<file path="src/hw/rtl/sopd_pkg.sv">
`timescale 1ns / 1ps

package sopd_pkg;

    // Operands carried beside each word: the angle and its square
    typedef struct packed {
        logic [63:0] x;
        logic [63:0] z;
    } side_t;

    // Polynomial coefficients, subtracted terms stored negated
    localparam logic [63:0] C9_BITS     = 64'h3EC71DE3A556C734;
    localparam logic [63:0] NEG_C7_BITS = 64'hBF2A01A01A01A01A;
    localparam logic [63:0] C5_BITS     = 64'h3F81111111111111;
    localparam logic [63:0] NEG_C3_BITS = 64'hBFC5555555555555;
    localparam logic [63:0] ONE_BITS    = 64'h3FF0000000000000;

    localparam logic [63:0] DEFAULT_NAN = 64'hFFF8000000000000;
    localparam logic [63:0] QUIET_MASK  = 64'h0008000000000000;
    localparam logic [10:0] EXP_MAX     = 11'h7FF;

    function automatic logic is_nan(input logic [63:0] v);
        return (v[62:52] == EXP_MAX) && (v[51:0] != 52'd0);
    endfunction

    function automatic logic is_inf(input logic [63:0] v);
        return (v[62:52] == EXP_MAX) && (v[51:0] == 52'd0);
    endfunction

    // Leading zeros of a 106-bit product, 106 for a zero input
    function automatic logic [6:0] lzc106(input logic [105:0] v);
        logic [6:0] n;
        n = 7'd106;
        for (int i = 0; i < 106; i++)
        begin
            if (v[i])
            begin
                n = 7'(105 - i);
            end
        end
        return n;
    endfunction

    // Leading zeros of a 57-bit sum
    function automatic logic [5:0] lzc57(input logic [56:0] v);
        logic [5:0] n;
        n = 6'd57;
        for (int i = 0; i < 57; i++)
        begin
            if (v[i])
            begin
                n = 6'(56 - i);
            end
        end
        return n;
    endfunction

endpackage

</file>
<file path="src/hw/rtl/sopd_fadd.sv">
`timescale 1ns / 1ps

// Five-stage binary64 adder, round to nearest even
module sopd_fadd (
    input  logic                 clk,
    input  logic                 rst_n,
    input  logic                 en,
    input  logic                 in_vld,
    input  logic [63:0]          a,
    input  logic [63:0]          b,
    input  sopd_pkg::side_t      in_side,
    output logic                 out_vld,
    output logic [63:0]          y,
    output sopd_pkg::side_t      out_side
);

    // ---------------- stage 1: unpack, order by magnitude ----------------
    logic         swap;
    logic [63:0]  big, sml;
    logic [10:0]  eb_eff, es_eff;
    logic [10:0]  d_next;
    logic         spec_next;
    logic [63:0]  spec_val_next;

    always_comb
    begin
        swap = (b[62:0] > a[62:0]);
        big = swap ? b : a;
        sml = swap ? a : b;
        eb_eff = (big[62:52] == 11'd0) ? 11'd1 : big[62:52];
        es_eff = (sml[62:52] == 11'd0) ? 11'd1 : sml[62:52];
        d_next = eb_eff - es_eff;
        spec_next = sopd_pkg::is_nan(a) || sopd_pkg::is_nan(b)
                    || sopd_pkg::is_inf(a) || sopd_pkg::is_inf(b);
        priority if (sopd_pkg::is_nan(a))
            spec_val_next = a | sopd_pkg::QUIET_MASK;
        else if (sopd_pkg::is_nan(b))
            spec_val_next = b | sopd_pkg::QUIET_MASK;
        else if (sopd_pkg::is_inf(a) && sopd_pkg::is_inf(b) && (a[63] != b[63]))
            spec_val_next = sopd_pkg::DEFAULT_NAN;
        else if (sopd_pkg::is_inf(a))
            spec_val_next = a;
        else
            spec_val_next = b;
    end

    logic                 s1_vld_reg;
    logic                 s1_sign_reg;
    logic                 s1_sub_reg;
    logic                 s1_zsign_reg;
    logic                 s1_spec_reg;
    logic [63:0]          s1_spec_val_reg;
    logic [10:0]          s1_e_reg;
    logic [10:0]          s1_d_reg;
    logic [52:0]          s1_mb_reg, s1_ms_reg;
    sopd_pkg::side_t      s1_side_reg;

    // ---------------- stage 2: align smaller operand ----------------
    logic [5:0]  dd;
    logic [55:0] ms_ext;
    logic [55:0] ms_al_next;

    always_comb
    begin
        dd = (s1_d_reg > 11'd63) ? 6'd63 : s1_d_reg[5:0];
        ms_ext = {s1_ms_reg, 3'b000};
        ms_al_next = (ms_ext >> dd)
                     | {55'd0, |(ms_ext & ~({56{1'b1}} << dd))};
    end

    logic                 s2_vld_reg;
    logic                 s2_sign_reg;
    logic                 s2_sub_reg;
    logic                 s2_zsign_reg;
    logic                 s2_spec_reg;
    logic [63:0]          s2_spec_val_reg;
    logic [10:0]          s2_e_reg;
    logic [55:0]          s2_mb_reg, s2_ms_reg;
    sopd_pkg::side_t      s2_side_reg;

    // ---------------- stage 3: add or subtract magnitudes ----------------
    logic [56:0] sum_next;

    always_comb
    begin
        if (s2_sub_reg)
            sum_next = {1'b0, s2_mb_reg} - {1'b0, s2_ms_reg};
        else
            sum_next = {1'b0, s2_mb_reg} + {1'b0, s2_ms_reg};
    end

    logic                 s3_vld_reg;
    logic                 s3_sign_reg;
    logic                 s3_zsign_reg;
    logic                 s3_spec_reg;
    logic [63:0]          s3_spec_val_reg;
    logic [10:0]          s3_e_reg;
    logic [56:0]          s3_sum_reg;
    sopd_pkg::side_t      s3_side_reg;

    // ---------------- stage 4: leading zeros, shift amount ----------------
    logic [5:0]  lz;
    logic [5:0]  lz55;
    logic [10:0] emax_sh;
    logic [5:0]  sh_next;
    logic [11:0] e_new_next;

    always_comb
    begin
        lz = sopd_pkg::lzc57(s3_sum_reg);
        lz55 = (lz == 6'd0) ? 6'd0 : lz - 6'd1;
        emax_sh = s3_e_reg - 11'd1;
        sh_next = ({5'd0, lz55} > emax_sh) ? emax_sh[5:0] : lz55;
        if (s3_sum_reg[56])
            e_new_next = {1'b0, s3_e_reg} + 12'd1;
        else
            e_new_next = {1'b0, s3_e_reg} - {6'd0, sh_next};
    end

    logic                 s4_vld_reg;
    logic                 s4_sign_reg;
    logic                 s4_zsign_reg;
    logic                 s4_spec_reg;
    logic [63:0]          s4_spec_val_reg;
    logic                 s4_zero_reg;
    logic [5:0]           s4_sh_reg;
    logic [11:0]          s4_e_reg;
    logic [56:0]          s4_sum_reg;
    sopd_pkg::side_t      s4_side_reg;

    // ---------------- stage 5: normalize, round, pack ----------------
    logic [55:0] xn;
    logic        inc;
    logic [10:0] efield;
    logic [62:0] rounded;
    logic [63:0] y_next;

    always_comb
    begin
        if (s4_sum_reg[56])
            xn = s4_sum_reg[56:1] | {55'd0, s4_sum_reg[0]};
        else
            xn = s4_sum_reg[55:0] << s4_sh_reg;
        inc = xn[2] & (xn[1] | xn[0] | xn[3]);
        efield = xn[55] ? s4_e_reg[10:0] : 11'd0;
        rounded = {efield, xn[54:3]} + {62'd0, inc};
        priority if (s4_spec_reg)
            y_next = s4_spec_val_reg;
        else if (s4_zero_reg)
            y_next = {s4_zsign_reg, 63'd0};
        else if (s4_e_reg >= 12'd2047)
            y_next = {s4_sign_reg, sopd_pkg::EXP_MAX, 52'd0};
        else
            y_next = {s4_sign_reg, rounded};
    end

    logic                 s5_vld_reg;
    logic [63:0]          s5_y_reg;
    sopd_pkg::side_t      s5_side_reg;

    // Valid bits
    always_ff @(posedge clk or negedge rst_n)
    begin
        if (!rst_n)
        begin
            s1_vld_reg <= 1'b0;
            s2_vld_reg <= 1'b0;
            s3_vld_reg <= 1'b0;
            s4_vld_reg <= 1'b0;
            s5_vld_reg <= 1'b0;
        end
        else if (en)
        begin
            s1_vld_reg <= in_vld;
            s2_vld_reg <= s1_vld_reg;
            s3_vld_reg <= s2_vld_reg;
            s4_vld_reg <= s3_vld_reg;
            s5_vld_reg <= s4_vld_reg;
        end
    end

    // Payload
    always_ff @(posedge clk)
    begin
        if (en)
        begin
            s1_sign_reg     <= big[63];
            s1_sub_reg      <= a[63] ^ b[63];
            s1_zsign_reg    <= a[63] & b[63];
            s1_spec_reg     <= spec_next;
            s1_spec_val_reg <= spec_val_next;
            s1_e_reg        <= eb_eff;
            s1_d_reg        <= d_next;
            s1_mb_reg       <= {(big[62:52] != 11'd0), big[51:0]};
            s1_ms_reg       <= {(sml[62:52] != 11'd0), sml[51:0]};
            s1_side_reg     <= in_side;

            s2_sign_reg     <= s1_sign_reg;
            s2_sub_reg      <= s1_sub_reg;
            s2_zsign_reg    <= s1_zsign_reg;
            s2_spec_reg     <= s1_spec_reg;
            s2_spec_val_reg <= s1_spec_val_reg;
            s2_e_reg        <= s1_e_reg;
            s2_mb_reg       <= {s1_mb_reg, 3'b000};
            s2_ms_reg       <= ms_al_next;
            s2_side_reg     <= s1_side_reg;

            s3_sign_reg     <= s2_sign_reg;
            s3_zsign_reg    <= s2_zsign_reg;
            s3_spec_reg     <= s2_spec_reg;
            s3_spec_val_reg <= s2_spec_val_reg;
            s3_e_reg        <= s2_e_reg;
            s3_sum_reg      <= sum_next;
            s3_side_reg     <= s2_side_reg;

            s4_sign_reg     <= s3_sign_reg;
            s4_zsign_reg    <= s3_zsign_reg;
            s4_spec_reg     <= s3_spec_reg;
            s4_spec_val_reg <= s3_spec_val_reg;
            s4_zero_reg     <= (s3_sum_reg == 57'd0);
            s4_sh_reg       <= sh_next;
            s4_e_reg        <= e_new_next;
            s4_sum_reg      <= s3_sum_reg;
            s4_side_reg     <= s3_side_reg;

            s5_y_reg        <= y_next;
            s5_side_reg     <= s4_side_reg;
        end
    end

    assign out_vld  = s5_vld_reg;
    assign y        = s5_y_reg;
    assign out_side = s5_side_reg;

endmodule

</file>
<file path="config.mk">
export PLATFORM = sky130hd
export DESIGN_NAME = sopd_fadd
export DESIGN_NICKNAME = d
export VERILOG_FILES = /design/src/hw/rtl/sopd_pkg.sv /design/src/hw/rtl/sopd_fadd.sv
export SDC_FILE = /design/constraint.sdc
export NUM_CORES = 2
export LEC_CHECK = 0
export BUFFER_PORTS_ARGS = -buffer_cell sky130_fd_sc_hd__buf_2
export CORE_AREA = 2 2 322 452
export DETAILED_ROUTE_END_ITERATION = 10
export DIE_AREA = 0 0 324 454
export PLACE_DENSITY = 0.59
export SETUP_SLACK_MARGIN = 0.02
export SLEW_MARGIN = 10
export SYNTH_ARGS = -nofsm -noshare
export SYNTH_HDL_FRONTEND = slang
export SYNTH_SLANG_ARGS = --single-unit
</file>
<file path="constraint.sdc">
create_clock -name clk -period 8.7 [get_ports clk]
set_input_delay 0.87 -clock clk [delete_from_list [all_inputs] [get_ports clk]]
set_output_delay 0.87 -clock clk [all_outputs]
set_load 0.05 [all_outputs]
</file>
==> out/metrics.cfg <==
[final_layout]
final_cell_mix = edfxtp_1 (1366), buf_2 (451), nand2_1 (345)
final_common_cell = edfxtp_1
area_growth_pct = 13.6
nets = 5532
drive_above_1_share = 0.196
fill_cells = 12300

[power_and_ir_drop]
power_frac_seq = 0.481
power.density_nw_per_um2 = 239
power_frac_clock = 0.329
irDropWorstVdd_mv = 0.190
p_comb_frac = 0.190
p_leak_nw = 27.2
p_switching_w = 0.00507
p_sw_frac = 0.292
internal_power_w = 0.0123

[sta]
setup_tns_ps = 0
whs_ps = 250
worstMarginPinSlew_ps = 1210
grt_setup_unrepaired = false
finalHoldViolCount = 0
slew_headroom = 0.173
fin_worst_skew_ps = 44.6
period_needed_ps = 7390
drv_slew = 0
timing.fmax_mhz = 135
setup_viol = 0
finalCritPeriodShare = 0.850

[clocking]
cts.sinks = 1371
clk_latency_ps = 800
cts_buffer_depth = 3
cts_made_buffers = 133
clkTransAtPathRegs_ps = 60
htreeDepth = 4
cts_resized = 0
clock-root-buffer = clkbuf_16
cts_tree = built

[logic_synthesis]
ys_ff_latch = 1371
synth_cells = 4615
synthArstFlopShare = 0.00365
synth-edff-count = 1366
synth-adder-area-share = 0.0405
synthMuxAreaShare = 0.0899
dominantRegCellSynth = edfxtp_1
synthSimpleGateAreaFrac = 0.0799
synth_compound_area_frac = 0.100
synth.avg_cell_area_um2 = 13.9
yosysUniqueCellTypes = 102
yosysSeqAreaShare = 0.642
synth_top_family_by_area = compound AO/OA/AOI/OAI gates
synth-xor-area-share = 0.0189
synth_warnings = 0
syn_area_um2 = 64100
syn_nets = 5080

[die]
start_util = 0.447
io-pin-count = 453
core-area_um2 = 143000
die_height_um = 454
dieArea_um2 = 147000
rows = 165
die_x_um = 324

[routing]
vias = 41000
drtAntennaViolNets = 0
wl_per_cell_um = 28.9
drt_first_pass_iters = 6
via_per_inst = 5.77
drc = 0
drtIter0Drc = 3483
wirelength_um = 205000

[placed_design]
place.gp.congestion = 1.01
io_buffers = 452
dpl.hpwl_um = 155000

[global_routing]
grt_pass1_wl_um = 288000
grt_pass1_vias = 40700
grt_usage = 0.276
grt_overflow = 0
grt_max_degree = 188
antenna_found_initial = 26

[outcome]
status = finished, final reports clean

[run]
timing.max_cap.violations = 0

[worst_setup_path]
slowest_delay_ps = 500
worst_path_max_delay_cell = a2111oi_0
crit_type = reg2reg
worstPathArrival_ps = 7920
cp-end-kind = flop
required_ps = 9230
start_kind = flop
worstPathMaxFanout = 11

[worst_hold_path]
holdCritPathClass = in2reg

[cell type report]
class                      count  area (um^2)  share of cell area
multi-input combinational   2809        21200               0.291
tap                         1920         2400              0.0330
inverter                     231          867              0.0119
clock inverter                74          805              0.0110
clock buffer                 162         3520              0.0484
sequential                  1371        41100               0.565
antenna                       15         37.5            0.000515
timing repair buffer         521         2890              0.0396
[Yosys cell counts, types with 15 or more instances]
cell type  count  area share
a21o_1        55      0.0064
o21a_1        27      0.0032
inv_1        229       0.013
clkbuf_1     132      0.0077
nand4_1       46      0.0045
buf_1         25      0.0015
xor2_1        48      0.0066
o31ai_1       22      0.0026
or3_1         21      0.0020
nor4_1        63      0.0061
edfxtp_1    1366        0.64
ha_1         202       0.039
nand3_1       56      0.0044
or2_2         19      0.0019
nand2_1      345       0.020
a22o_1        69      0.0094
nor3_1        78      0.0061
o211ai_1      33      0.0039
o221ai_1      17      0.0023
nor2b_1       38      0.0037
a211oi_1      31      0.0036
buf_2         19      0.0015
mux4_2        75       0.026
nand2b_1      42      0.0041
mux2i_1      217       0.034
a31oi_1       22      0.0021
nor2_1       233       0.014
and2_1        21      0.0020
o21ai_0      210       0.016
a21oi_1      216       0.017
o22ai_1       29      0.0028
a221oi_1      18      0.0025
a221o_1       15      0.0023
and3_1        24      0.0023
mux2_2       168       0.030
xnor2_1       90       0.012
o21bai_1      31      0.0036
a22oi_1       16      0.0019
[worst max-delay path, delay by kind of cell (launching register included)]
family / cells / cell delay, ps
compound gates: 17 / 3700
xor+xnor: 2 / 310
fa+ha+maj: 4 / 1100
buf+inv: 2 / 270
flops: 1 / 440
simple gates: 7 / 1310
[worst paths after layout]
check | start | end | slack [ps] | cells past startpoint
worst min-delay path | in_side[71] | s1_side_reg[71] | 250 | 1
worst min register to register | s1_spec_val_reg[25] | s2_spec_val_reg[25] | 400 | 0
worst max-delay path | s3_sum_reg[1] | s4_e_reg[11] | 1310 | 32
worst max register to register | s3_sum_reg[1] | s4_e_reg[11] | 1310 | 32
max in group asynchronous | rst_n | s3_vld_reg | 8130 | 2
min in group asynchronous | rst_n | s2_vld_reg | 440 | 2
[logic make-up after synthesis]
family          after synthesis
compound gates              956
mux                         461
fa+ha+maj                   206
buf+inv                     435
flops                      1371
xor+xnor                    138
simple gates               1048
[stage by stage]
step,utilization,std cells,power (W),setup slack [ps],area [um^2]
5_1_grt,0.507,7097,0.0180,634,72800
6_report,0.508,7103,0.0174,1310,72800
3_3_place_gp,0.477,6851,0.0118,1310,68500
4_1_cts,0.507,7088,0.0175,1190,72800
3_5_place_dp,0.477,6851,0.0118,1210,68500
2_1_floorplan,-,4615,0.0103,2320,64100
[power by group through the flow]
stage	clock [W]	sequential [W]	combinational (W)
after global placement	0	0.00848	0.00327
after global routing	0.00613	0.00841	0.00349
after CTS	0.00590	0.00836	0.00327
after detailed placement	0	0.00850	0.00326
after floorplan	0	0.00850	0.00184
final	0.00573	0.00837	0.00330
[timing repair]
action,in CTS,in global routing
hold endpoints to repair,5,0
hold buffers,1,0
setup buffers,0,0
[per-layer routing]
metal | share of wire | track usage | vias to the layer above
li1 | - | - | 18700
met5 | 0.00028 | 0 | -
met2 | 0.50 | 0.471 | 1555
met1 | 0.37 | 0.311 | 20200
met3 | 0.050 | 0.0422 | 554
met4 | 0.089 | 0.210 | 8
(Power assumes the default switching activity.)
